<file path="src/rtl/delta_list_sleep_queue_core_defines.svh">
// Assertion macros for the sleep queue RTL.
// They expand to nothing when SYNTHESIS is defined.
`ifndef DELTA_LIST_SLEEP_QUEUE_CORE_DEFINES_SVH
`define DELTA_LIST_SLEEP_QUEUE_CORE_DEFINES_SVH

`ifndef SYNTHESIS
// Checked on every edge outside reset.
`define DLSQ_ASSERT(lbl, prop, msg) \
    lbl: assert property (@(posedge aclk) disable iff (!aresetn) prop) else $error(msg);
// Checked on every edge, during reset too.
`define DLSQ_ASSERT_ALWAYS(lbl, prop, msg) \
    lbl: assert property (@(posedge aclk) prop) else $error(msg);
`else
`define DLSQ_ASSERT(lbl, prop, msg)
`define DLSQ_ASSERT_ALWAYS(lbl, prop, msg)
`endif

`endif

</file>
<file path="src/rtl/dlsq_pkg.sv">
package dlsq_pkg;

    // Queue depth and derived widths.
    localparam int DEPTH   = 16;
    localparam int AW      = (DEPTH > 1) ? $clog2(DEPTH) : 1;
    localparam int IW      = $clog2(DEPTH + 1);
    localparam int ID_W    = 16;
    localparam int DELTA_W = 32;
    localparam int OCC_W   = 5;

    typedef enum logic [1:0] {
        OP_INSERT = 2'd0,
        OP_REMOVE = 2'd1,
        OP_POP    = 2'd2,
        OP_LOOKUP = 2'd3
    } op_t;

    typedef enum logic [1:0] {
        ST_OK        = 2'd0,
        ST_FULL      = 2'd1,
        ST_NOT_FOUND = 2'd2,
        ST_EMPTY     = 2'd3
    } status_t;

    typedef enum logic [1:0] {
        RD_IDX,
        RD_PREV,
        RD_NEXT
    } rd_sel_t;

    typedef enum logic [3:0] {
        S_IDLE,
        S_DECIDE,
        S_WALK_RD,
        S_WALK_CHK,
        S_SHUP_RD,
        S_SHUP_WR,
        S_PLACE,
        S_ADJ,
        S_SHDN_RD,
        S_SHDN_WR,
        S_FIN,
        S_OUT
    } state_t;

    // Commands from the controller to the datapath.
    typedef struct packed {
        logic    start;
        logic    rd;
        rd_sel_t rd_sel;
        logic    walk_adv;
        logic    idx_inc;
        logic    hit_save;
        logic    shup_wr;
        logic    place;
        logic    adj_wr;
        logic    shdn_wr;
        logic    fill_dec;
        logic    fin;
        status_t status;
    } cmd_t;

    // Status from the datapath to the controller.
    typedef struct packed {
        op_t  op;
        logic full;
        logic empty;
        logic idx_at_fill;
        logic idx_at_pos;
        logic walk_go;
        logic id_match;
        logic idx_lt_fill;
        logic next_lt_fill;
    } sts_t;

endpackage

</file>
<file path="src/rtl/dlsq_datapath.sv">
module dlsq_datapath (
    input  logic                        aclk,
    input  logic                        aresetn,
    input  dlsq_pkg::cmd_t              cmd,
    output dlsq_pkg::sts_t              sts,
    input  logic [1:0]                  s_op,
    input  logic [dlsq_pkg::ID_W-1:0]    s_thread_id,
    input  logic [dlsq_pkg::DELTA_W-1:0] s_wait_ticks,
    output logic [1:0]                  m_status,
    output logic [dlsq_pkg::ID_W-1:0]    m_out_id,
    output logic [dlsq_pkg::DELTA_W-1:0] m_out_delta,
    output logic [dlsq_pkg::OCC_W-1:0]   m_occupancy
);

    // Entry storage, one write and one registered read per cycle.
    logic [dlsq_pkg::ID_W-1:0]    mem_id    [dlsq_pkg::DEPTH];
    logic [dlsq_pkg::DELTA_W-1:0] mem_delta [dlsq_pkg::DEPTH];

    dlsq_pkg::op_t                op_reg;
    logic [dlsq_pkg::ID_W-1:0]    id_reg;
    logic [dlsq_pkg::DELTA_W-1:0] wait_reg;
    logic [dlsq_pkg::IW-1:0]      idx_reg, idx_next;
    logic [dlsq_pkg::IW-1:0]      pos_reg;
    logic [dlsq_pkg::IW-1:0]      fill_reg, fill_next;
    logic [dlsq_pkg::DELTA_W-1:0] before_reg;
    logic [dlsq_pkg::DELTA_W-1:0] carry_reg;
    logic [dlsq_pkg::ID_W-1:0]    hit_id_reg;
    logic [dlsq_pkg::DELTA_W-1:0] hit_delta_reg;
    logic [dlsq_pkg::ID_W-1:0]    rd_id_reg;
    logic [dlsq_pkg::DELTA_W-1:0] rd_delta_reg;

    logic [1:0]                   status_reg;
    logic [dlsq_pkg::ID_W-1:0]    out_id_reg;
    logic [dlsq_pkg::DELTA_W-1:0] out_delta_reg;
    logic [dlsq_pkg::OCC_W-1:0]   occ_reg;

    logic [dlsq_pkg::IW-1:0]      rd_idx;
    logic [dlsq_pkg::AW-1:0]      rd_addr;
    logic [dlsq_pkg::AW-1:0]      wr_addr;
    logic                         wr_en;
    logic [dlsq_pkg::ID_W-1:0]    wr_id;
    logic [dlsq_pkg::DELTA_W-1:0] wr_delta;
    logic [dlsq_pkg::DELTA_W-1:0] new_delta;
    logic [dlsq_pkg::DELTA_W:0]   walk_sum;
    logic [dlsq_pkg::IW:0]        idx_plus;
    logic                         give_entry;

    // New entry delta and the walk test on the running sum.
    assign new_delta = wait_reg - before_reg;
    assign walk_sum  = {1'b0, before_reg} + {1'b0, rd_delta_reg};
    assign idx_plus  = {1'b0, idx_reg} + 1'b1;

    // Read address selection.
    always_comb begin
        unique case (cmd.rd_sel)
            dlsq_pkg::RD_PREV: rd_idx = idx_reg - 1'b1;
            dlsq_pkg::RD_NEXT: rd_idx = idx_plus[dlsq_pkg::IW-1:0];
            default:           rd_idx = idx_reg;
        endcase
    end
    assign rd_addr = rd_idx[dlsq_pkg::AW-1:0];
    assign wr_addr = idx_reg[dlsq_pkg::AW-1:0];

    // Write data selection.
    always_comb begin
        wr_en    = cmd.shup_wr | cmd.place | cmd.adj_wr | cmd.shdn_wr;
        wr_id    = rd_id_reg;
        wr_delta = rd_delta_reg;
        priority if (cmd.place) begin
            wr_id    = id_reg;
            wr_delta = new_delta;
        end else if (cmd.adj_wr) begin
            wr_id    = hit_id_reg;
            wr_delta = hit_delta_reg - new_delta;
        end else if (cmd.shdn_wr) begin
            wr_delta = rd_delta_reg + carry_reg;
        end
    end

    always_ff @(posedge aclk) begin
        if (wr_en) begin
            mem_id[wr_addr]    <= wr_id;
            mem_delta[wr_addr] <= wr_delta;
        end
        if (cmd.rd) begin
            rd_id_reg    <= mem_id[rd_addr];
            rd_delta_reg <= mem_delta[rd_addr];
        end
    end

    // Walk index.
    always_comb begin
        idx_next = idx_reg;
        priority if (cmd.start) begin
            idx_next = '0;
        end else if (cmd.hit_save && op_reg == dlsq_pkg::OP_INSERT) begin
            idx_next = fill_reg;
        end else if (cmd.walk_adv || cmd.idx_inc || cmd.place || cmd.shdn_wr) begin
            idx_next = idx_plus[dlsq_pkg::IW-1:0];
        end else if (cmd.shup_wr) begin
            idx_next = idx_reg - 1'b1;
        end
    end

    // Entry count.
    always_comb begin
        fill_next = fill_reg;
        priority if (cmd.place) begin
            fill_next = fill_reg + 1'b1;
        end else if (cmd.fill_dec) begin
            fill_next = fill_reg - 1'b1;
        end
    end

    always_ff @(posedge aclk) begin
        if (!aresetn) begin
            fill_reg <= '0;
        end else begin
            fill_reg <= fill_next;
        end
    end

    // Operation and walk registers.
    always_ff @(posedge aclk) begin
        idx_reg <= idx_next;
        if (cmd.start) begin
            op_reg     <= dlsq_pkg::op_t'(s_op);
            id_reg     <= s_thread_id;
            wait_reg   <= s_wait_ticks;
            before_reg <= '0;
        end
        if (cmd.walk_adv) begin
            before_reg <= walk_sum[dlsq_pkg::DELTA_W-1:0];
        end
        if (cmd.hit_save) begin
            pos_reg       <= idx_reg;
            hit_id_reg    <= rd_id_reg;
            hit_delta_reg <= rd_delta_reg;
            carry_reg     <= (op_reg == dlsq_pkg::OP_REMOVE) ? rd_delta_reg : '0;
        end else if (cmd.shdn_wr) begin
            carry_reg <= '0;
        end
    end

    // Result register.
    assign give_entry = (cmd.status == dlsq_pkg::ST_OK) &&
                        (op_reg == dlsq_pkg::OP_POP || op_reg == dlsq_pkg::OP_LOOKUP);

    always_ff @(posedge aclk) begin
        if (cmd.fin) begin
            status_reg    <= cmd.status;
            out_id_reg    <= give_entry ? hit_id_reg : '0;
            out_delta_reg <= give_entry ? hit_delta_reg : '0;
            occ_reg       <= dlsq_pkg::OCC_W'(fill_reg);
        end
    end

    assign m_status    = status_reg;
    assign m_out_id    = out_id_reg;
    assign m_out_delta = out_delta_reg;
    assign m_occupancy = occ_reg;

    // Status back to the controller.
    always_comb begin
        sts.op           = op_reg;
        sts.full         = (fill_reg == dlsq_pkg::IW'(dlsq_pkg::DEPTH));
        sts.empty        = (fill_reg == '0);
        sts.idx_at_fill  = (idx_reg == fill_reg);
        sts.idx_at_pos   = (idx_reg == pos_reg);
        sts.walk_go      = (walk_sum <= {1'b0, wait_reg});
        sts.id_match     = (rd_id_reg == id_reg);
        sts.idx_lt_fill  = (idx_reg < fill_reg);
        sts.next_lt_fill = (idx_plus < {1'b0, fill_reg});
    end

endmodule

</file>
<file path="src/rtl/dlsq_ctrl.sv">
module dlsq_ctrl (
    input  logic           aclk,
    input  logic           aresetn,
    input  logic           s_valid,
    output logic           s_ready,
    output logic           m_valid,
    input  logic           m_ready,
    input  dlsq_pkg::sts_t sts,
    output dlsq_pkg::cmd_t cmd
);

    dlsq_pkg::state_t state_reg, state_next;
    dlsq_pkg::status_t fin_status_reg, fin_status_next;

    always_ff @(posedge aclk) begin
        if (!aresetn) begin
            state_reg      <= dlsq_pkg::S_IDLE;
            fin_status_reg <= dlsq_pkg::ST_OK;
        end else begin
            state_reg      <= state_next;
            fin_status_reg <= fin_status_next;
        end
    end

    // Next state.
    always_comb begin
        state_next      = state_reg;
        fin_status_next = fin_status_reg;
        unique case (state_reg)
            dlsq_pkg::S_IDLE: begin
                if (s_valid) begin
                    state_next      = dlsq_pkg::S_DECIDE;
                    fin_status_next = dlsq_pkg::ST_OK;
                end
            end
            dlsq_pkg::S_DECIDE: begin
                if (sts.op == dlsq_pkg::OP_INSERT && sts.full) begin
                    fin_status_next = dlsq_pkg::ST_FULL;
                    state_next      = dlsq_pkg::S_FIN;
                end else if (sts.op == dlsq_pkg::OP_POP && sts.empty) begin
                    fin_status_next = dlsq_pkg::ST_EMPTY;
                    state_next      = dlsq_pkg::S_FIN;
                end else begin
                    state_next = dlsq_pkg::S_WALK_RD;
                end
            end
            dlsq_pkg::S_WALK_RD: begin
                if (!sts.idx_at_fill) begin
                    state_next = dlsq_pkg::S_WALK_CHK;
                end else if (sts.op == dlsq_pkg::OP_INSERT) begin
                    state_next = dlsq_pkg::S_SHUP_RD;
                end else begin
                    fin_status_next = dlsq_pkg::ST_NOT_FOUND;
                    state_next      = dlsq_pkg::S_FIN;
                end
            end
            dlsq_pkg::S_WALK_CHK: begin
                unique case (sts.op)
                    dlsq_pkg::OP_INSERT:
                        state_next = sts.walk_go ? dlsq_pkg::S_WALK_RD : dlsq_pkg::S_SHUP_RD;
                    dlsq_pkg::OP_REMOVE:
                        state_next = sts.id_match ? dlsq_pkg::S_SHDN_RD : dlsq_pkg::S_WALK_RD;
                    dlsq_pkg::OP_POP:
                        state_next = dlsq_pkg::S_SHDN_RD;
                    default:
                        state_next = sts.id_match ? dlsq_pkg::S_FIN : dlsq_pkg::S_WALK_RD;
                endcase
            end
            dlsq_pkg::S_SHUP_RD: begin
                state_next = sts.idx_at_pos ? dlsq_pkg::S_PLACE : dlsq_pkg::S_SHUP_WR;
            end
            dlsq_pkg::S_SHUP_WR: state_next = dlsq_pkg::S_SHUP_RD;
            dlsq_pkg::S_PLACE:   state_next = dlsq_pkg::S_ADJ;
            dlsq_pkg::S_ADJ:     state_next = dlsq_pkg::S_FIN;
            dlsq_pkg::S_SHDN_RD: begin
                state_next = sts.next_lt_fill ? dlsq_pkg::S_SHDN_WR : dlsq_pkg::S_FIN;
            end
            dlsq_pkg::S_SHDN_WR: state_next = dlsq_pkg::S_SHDN_RD;
            dlsq_pkg::S_FIN:     state_next = dlsq_pkg::S_OUT;
            dlsq_pkg::S_OUT: begin
                if (m_ready) begin
                    state_next = dlsq_pkg::S_IDLE;
                end
            end
            default: state_next = dlsq_pkg::S_IDLE;
        endcase
    end

    // Outputs and datapath commands.
    always_comb begin
        cmd        = '0;
        cmd.rd_sel = dlsq_pkg::RD_IDX;
        cmd.status = fin_status_reg;
        s_ready    = 1'b0;
        m_valid    = 1'b0;
        unique case (state_reg)
            dlsq_pkg::S_IDLE: begin
                s_ready   = 1'b1;
                cmd.start = s_valid;
            end
            dlsq_pkg::S_WALK_RD: begin
                if (!sts.idx_at_fill) begin
                    cmd.rd = 1'b1;
                end else if (sts.op == dlsq_pkg::OP_INSERT) begin
                    cmd.hit_save = 1'b1;
                end
            end
            dlsq_pkg::S_WALK_CHK: begin
                unique case (sts.op)
                    dlsq_pkg::OP_INSERT: begin
                        cmd.walk_adv = sts.walk_go;
                        cmd.hit_save = !sts.walk_go;
                    end
                    dlsq_pkg::OP_POP: cmd.hit_save = 1'b1;
                    default: begin
                        cmd.hit_save = sts.id_match;
                        cmd.idx_inc  = !sts.id_match;
                    end
                endcase
            end
            dlsq_pkg::S_SHUP_RD: begin
                if (!sts.idx_at_pos) begin
                    cmd.rd     = 1'b1;
                    cmd.rd_sel = dlsq_pkg::RD_PREV;
                end
            end
            dlsq_pkg::S_SHUP_WR: cmd.shup_wr = 1'b1;
            dlsq_pkg::S_PLACE:   cmd.place   = 1'b1;
            dlsq_pkg::S_ADJ:     cmd.adj_wr  = sts.idx_lt_fill;
            dlsq_pkg::S_SHDN_RD: begin
                if (sts.next_lt_fill) begin
                    cmd.rd     = 1'b1;
                    cmd.rd_sel = dlsq_pkg::RD_NEXT;
                end else begin
                    cmd.fill_dec = 1'b1;
                end
            end
            dlsq_pkg::S_SHDN_WR: cmd.shdn_wr = 1'b1;
            dlsq_pkg::S_FIN:     cmd.fin     = 1'b1;
            dlsq_pkg::S_OUT:     m_valid     = 1'b1;
            default: ;
        endcase
    end

endmodule

</file>
<file path="src/rtl/delta_list_sleep_queue_core.sv">
// The core handles one item at a time; each stored entry visited takes a read and then a
// compare or copy step on the entry memory, and the next input beat can be taken in the cycle
// after the result beat is accepted.
// Reset (aresetn low, synchronous) empties the queue and returns the controller to idle;
// the entry memory keeps its contents and is never read past the entry count.
`include "delta_list_sleep_queue_core_defines.svh"

module delta_list_sleep_queue_core (
    input  logic                        aclk,
    input  logic                        aresetn,
    input  logic                        s_valid,
    output logic                        s_ready,
    input  logic [1:0]                  s_op,
    input  logic [dlsq_pkg::ID_W-1:0]    s_thread_id,
    input  logic [dlsq_pkg::DELTA_W-1:0] s_wait_ticks,
    output logic                        m_valid,
    input  logic                        m_ready,
    output logic [1:0]                  m_status,
    output logic [dlsq_pkg::ID_W-1:0]    m_out_id,
    output logic [dlsq_pkg::DELTA_W-1:0] m_out_delta,
    output logic [dlsq_pkg::OCC_W-1:0]   m_occupancy
);

    dlsq_pkg::cmd_t cmd;
    dlsq_pkg::sts_t sts;

    // Sequencer.
    dlsq_ctrl u_ctrl (
        .aclk    (aclk),
        .aresetn (aresetn),
        .s_valid (s_valid),
        .s_ready (s_ready),
        .m_valid (m_valid),
        .m_ready (m_ready),
        .sts     (sts),
        .cmd     (cmd)
    );

    // Entry storage, walk arithmetic and result register.
    dlsq_datapath u_dp (
        .aclk         (aclk),
        .aresetn      (aresetn),
        .cmd          (cmd),
        .sts          (sts),
        .s_op         (s_op),
        .s_thread_id  (s_thread_id),
        .s_wait_ticks (s_wait_ticks),
        .m_status     (m_status),
        .m_out_id     (m_out_id),
        .m_out_delta  (m_out_delta),
        .m_occupancy  (m_occupancy)
    );

    `DLSQ_ASSERT(a_no_overlap, !(s_ready && m_valid), "input taken while a beat is pending")
    `DLSQ_ASSERT(a_occ_range, m_valid |-> (m_occupancy <= dlsq_pkg::OCC_W'(dlsq_pkg::DEPTH)), "occupancy above depth")
    `DLSQ_ASSERT(a_fail_zero, (m_valid && m_status != dlsq_pkg::ST_OK) |-> (m_out_id == '0 && m_out_delta == '0), "failed beat carries data")
    `DLSQ_ASSERT(a_full_occ, (m_valid && m_status == dlsq_pkg::ST_FULL) |-> (m_occupancy == dlsq_pkg::OCC_W'(dlsq_pkg::DEPTH)), "full reported below depth")
    `DLSQ_ASSERT(a_empty_occ, (m_valid && m_status == dlsq_pkg::ST_EMPTY) |-> (m_occupancy == '0), "empty reported with entries")

endmodule
</file>
<file path="config.mk">
export PLATFORM = sky130hd
export DESIGN_NAME = delta_list_sleep_queue_core
export DESIGN_NICKNAME = d
export VERILOG_FILES = /design/src/rtl/dlsq_pkg.sv /design/src/rtl/dlsq_datapath.sv /design/src/rtl/dlsq_ctrl.sv /design/src/rtl/delta_list_sleep_queue_core.sv
export VERILOG_INCLUDE_DIRS = /design/src /design/src/rtl
export SDC_FILE = /design/constraint.sdc
export NUM_CORES = 2
export LEC_CHECK = 0
export BUFFER_PORTS_ARGS = -buffer_cell sky130_fd_sc_hd__buf_2
export CAP_MARGIN = 0
export CORE_ASPECT_RATIO = 0.7
export CORE_MARGIN = 2
export CORE_UTILIZATION = 56
export CTS_BUF_LIST = sky130_fd_sc_hd__clkbuf_4 sky130_fd_sc_hd__clkbuf_8
export DETAILED_ROUTE_END_ITERATION = 8
export PLACE_DENSITY = 0.73
export RECOVER_POWER = 100
export SKIP_LAST_GASP = 1
export SLEW_MARGIN = 5
export SYNTH_ARGS = -nofsm -noshare
export SYNTH_HDL_FRONTEND = slang
export SYNTH_SLANG_ARGS = --single-unit
</file>
<file path="constraint.sdc">
create_clock -name aclk -period 19.6 [get_ports aclk]
set_clock_uncertainty 0.15 [all_clocks]
set_input_delay 0.98 -clock aclk [delete_from_list [all_inputs] [get_ports aclk]]
set_output_delay 0.98 -clock aclk [all_outputs]
set_load 0.1 [all_outputs]
</file>
==> impl_metrics.json <==
{
  "drive_above_1_share": 0.156,
  "clockBufferDepth": 3,
  "timing.final.crit_share": 0.621,
  "dieArea_sq_um": 89000,
  "synth_enable_flop_cells": 1038,
  "cpPeakStageDelay_ns": 3.15,
  "end_kind": "register",
  "cts_hold_buf": 0,
  "utilization": 0.619,
  "placed_cells": 4373,
  "synth_warnings": 0,
  "largest_reg_flops": 512,
  "place_area_sq_um": 50500,
  "drt_pass1_iterations": 6,
  "postRouteAntennaNets": 0,
  "wl_met2_mm": 51.9,
  "synth_top_area_frac": 0.643,
  "total_leakage_power_nw": 18.2,
  "grt_antenna_before_repair": 2,
  "tightestPinTransition_ns": 4.51,
  "start_kind": "register",
  "dpl.hpwl_mm": 68.8,
  "grt_max_degree": 71,
  "cts_setup_buffers": 0,
  "rrSetupSlack_ns": 7.42,
  "largest-register": "u_dp.mem_delta",
  "ys_seq_area_frac": 0.650,
  "holdPathStages": 1,
  "power_density_nw_per_um2": 160,
  "root_buffer": "clkbuf_8",
  "drc": 0,
  "min_period_ns": 12.18,
  "area_delta_synth_final_pct": 9.66,
  "synth_area_sq_um": 48500,
  "cp.depth": 16,
  "core_sq_um": 85900,
  "cap_violations": 31,
  "cts_sinks": 1054,
  "min_path_type": "in2reg",
  "fin_ws_ns": 7.42,
  "finalPower_mw": 8.50,
  "cp_top_family": "buffers and inverters",
  "async_reset_ff_frac": 0,
  "cts_tree": "yes",
  "syn_area_per_cell_sq_um": 15.2,
  "hp-start": "s_wait_ticks[4]",
  "h-tree-depth": 4,
  "final_area_sq_um": 53100,
  "grtUsageTotal": 0.260,
  "fmax_mhz": 82.1,
  "globalplace.congestion": 0.946,
  "critical_path.max_fanout": 50,
  "yosysTopAreaCell": "edfxtp_1",
  "vdd_drop_max_mv": 0.100,
  "routed_wirelength_mm": 115,
  "cts_buffers": 157,
  "grt_pass1_wl_mm": 173,
  "top_layer": "met4",
  "synth_ff_type": "edfxtp_1",
  "violations": "max-capacitance violations, max-slew violations",
  "cp_slowest_cell": "o21ai_0",
  "viasPerCell": 6.21,
  "dieHeight_microns": 250,
  "fillers": 6294,
  "synth_area_leaders": "edfxtp_1 64%, mux4_2 8.9%, ha_1 4.6%, a21oi_1 2.3%, xnor2_1 1.5%",
  "required_ns": 19.96,
  "syn_inst": 3191,
  "worst_hold_slack_ns": 0.162,
  "synthDistinctLibCells": 85,
  "vias": 28864,
  "finalHoldViolCount": 0,
  "whs_endpoint": "u_dp.wait_reg[4]",
  "ys_ff_latch": 1054,
  "place_ws_ns": 11.49,
  "crit_buf_inv": 4,
  "path_cells": "clkbuf_1 > and3_1 > xor2_1 > ha_1 > o21a_1 > o21ai_0 > nand3_1 > ha_1 > o21ai_0 > clkbuf_1 > buf_4 > buf_4 > mux4_2 > nor2b_1 > a211oi_1 > a21oi_1",
  "wl_met3_mm": 9.31,
  "rows": 90,
  "rsz0062_at_grt": "no",
  "relSlewSlack": -2.01,
  "overflow": 0,
  "timing.rr.start": "u_dp.idx_reg[2]",
  "wl_per_cell_microns": 24.7,
  "wl_met1_mm": 50.9,
  "crit_type": "reg2reg",
  "drt_iter0_drc": 3208,
  "synthesis.nets": 3427,
  "r2r_cells": 16,
  "status": "finished, violations left",
  "arrival_ns": 12.54,
  "fin_cells": 4649,
  "die_x_microns": 356,
  "io_pins": 111,
  "finalMaxSlewViolations": 1268,
  "largestRegisters": "u_dp.mem_delta x512, u_dp.mem_id x256",
  "clkLatencyLatePin_ns": 0.84,
  "nets": 3618,
  "first_global_vias": 28258,
  "regToRegEndpoint": "u_dp.rd_delta_reg[23]",
  "start_util": 0.564,
  "setup_tns_ns": 0,
  "clk_pin_slew_ns": 0.06,
  "numPortBuffers": 110,
  "cts_resized": 0,
  "report.final.setup_viol": 0
}
[worst max path at each step]
| stage | start | endpoint | slack (ns) |
|---|---|---|---|
| global route | u_dp.idx_reg[2] | u_dp.rd_delta_reg[23] | 5.93 |
| detailed placement | u_dp.idx_reg[0] | u_dp.rd_delta_reg[23] | 11.49 |
| global placement | u_dp.rd_delta_reg[9] | u_dp.carry_reg[31] | 10.84 |
| floorplan | u_dp.rd_delta_reg[15] | u_dp.carry_reg[0] | 10.33 |
| CTS | u_dp.idx_reg[0] | u_dp.rd_delta_reg[23] | 11.46 |
| finish | u_dp.idx_reg[2] | u_dp.rd_delta_reg[23] | 7.42 |
[metal layers]
metal | track usage | vias up
met4 | 0.0751 | 0
met1 | 0.396 | 14545
met5 | 0 | -
li1 | - | 12902
met2 | 0.387 | 1255
met3 | 0.0455 | 162
[worst register-to-register path, delay by kind of cell, from the launching register on]
kind,cells,cell delay (ns)
multiplexers,1,0.65
adder cells (fa/ha/maj),2,0.71
AO/OA/AOI/OAI,5,3.88
flip-flops,1,0.31
buffers and inverters,4,5.27
XOR/XNOR,1,0.17
AND/OR/NAND/NOR,3,0.74
[cells in the mapped netlist, types with 70 or more instances]
master / instances
mux4_2: 192
o21ai_0: 98
clkbuf_1: 99
ha_1: 177
nor2b_1: 70
a21oi_1: 221
and2_1: 94
edfxtp_1: 1038
a211oi_1: 76
xnor2_1: 83
inv_1: 121
nor2_1: 118
nand2_1: 161
[cell type report]
class	count	area, sq um	area share
Timing Repair Buffer	168	749	0.0141
Clock buffer	213	2600	0.0489
Clock inverter	62	359	0.00676
Inverter	121	455	0.00857
Tap cell	1150	1440	0.0271
Antenna cell	1	2.50	0.0000471
Sequential cell	1054	31500	0.593
Multi-Input combinational cell	1880	16100	0.302
[report_power, final]
part	internal [mW]	total, mW	switching (mW)
sequential	2.95	3.11	0.163
combinational	1.44	3.67	2.23
clock	0.877	1.71	0.836
[placed cells by master (no fill, tap or decap), types with 11 or more instances in the layout]
cell type,count
edfxtp_1,1038
a21oi_1,221
mux4_2,192
ha_1,177
nand2_1,160
clkbuf_8,160
inv_1,118
nor2_1,108
clkbuf_1,101
o21ai_0,99
xnor2_1,83
a211oi_1,76
nor2b_1,70
a21o_1,68
and2_0,62
mux2i_1,55
clkbuf_4,53
buf_2,53
xor2_1,47
nor3_1,42
a31oi_1,40
and3_1,39
nand3_1,32
and2_1,32
nand2b_1,31
clkinv_1,29
nand4_1,24
o21a_1,23
clkinv_2,20
o211ai_1,18
dfxtp_1,16
buf_4,14
o21bai_1,13
or3_1,11
[logic make-up after synthesis]
| kind of cell | share of synthesized area |
|---|---|
| AO/OA/AOI/OAI | 0.0868 |
| adder cells (fa/ha/maj) | 0.0478 |
| multiplexers | 0.101 |
| XOR/XNOR | 0.0235 |
| AND/OR/NAND/NOR | 0.0699 |
| flip-flops | 0.650 |
| buffers and inverters | 0.0210 |
Note: power is estimated with default switching activity, not from simulation.
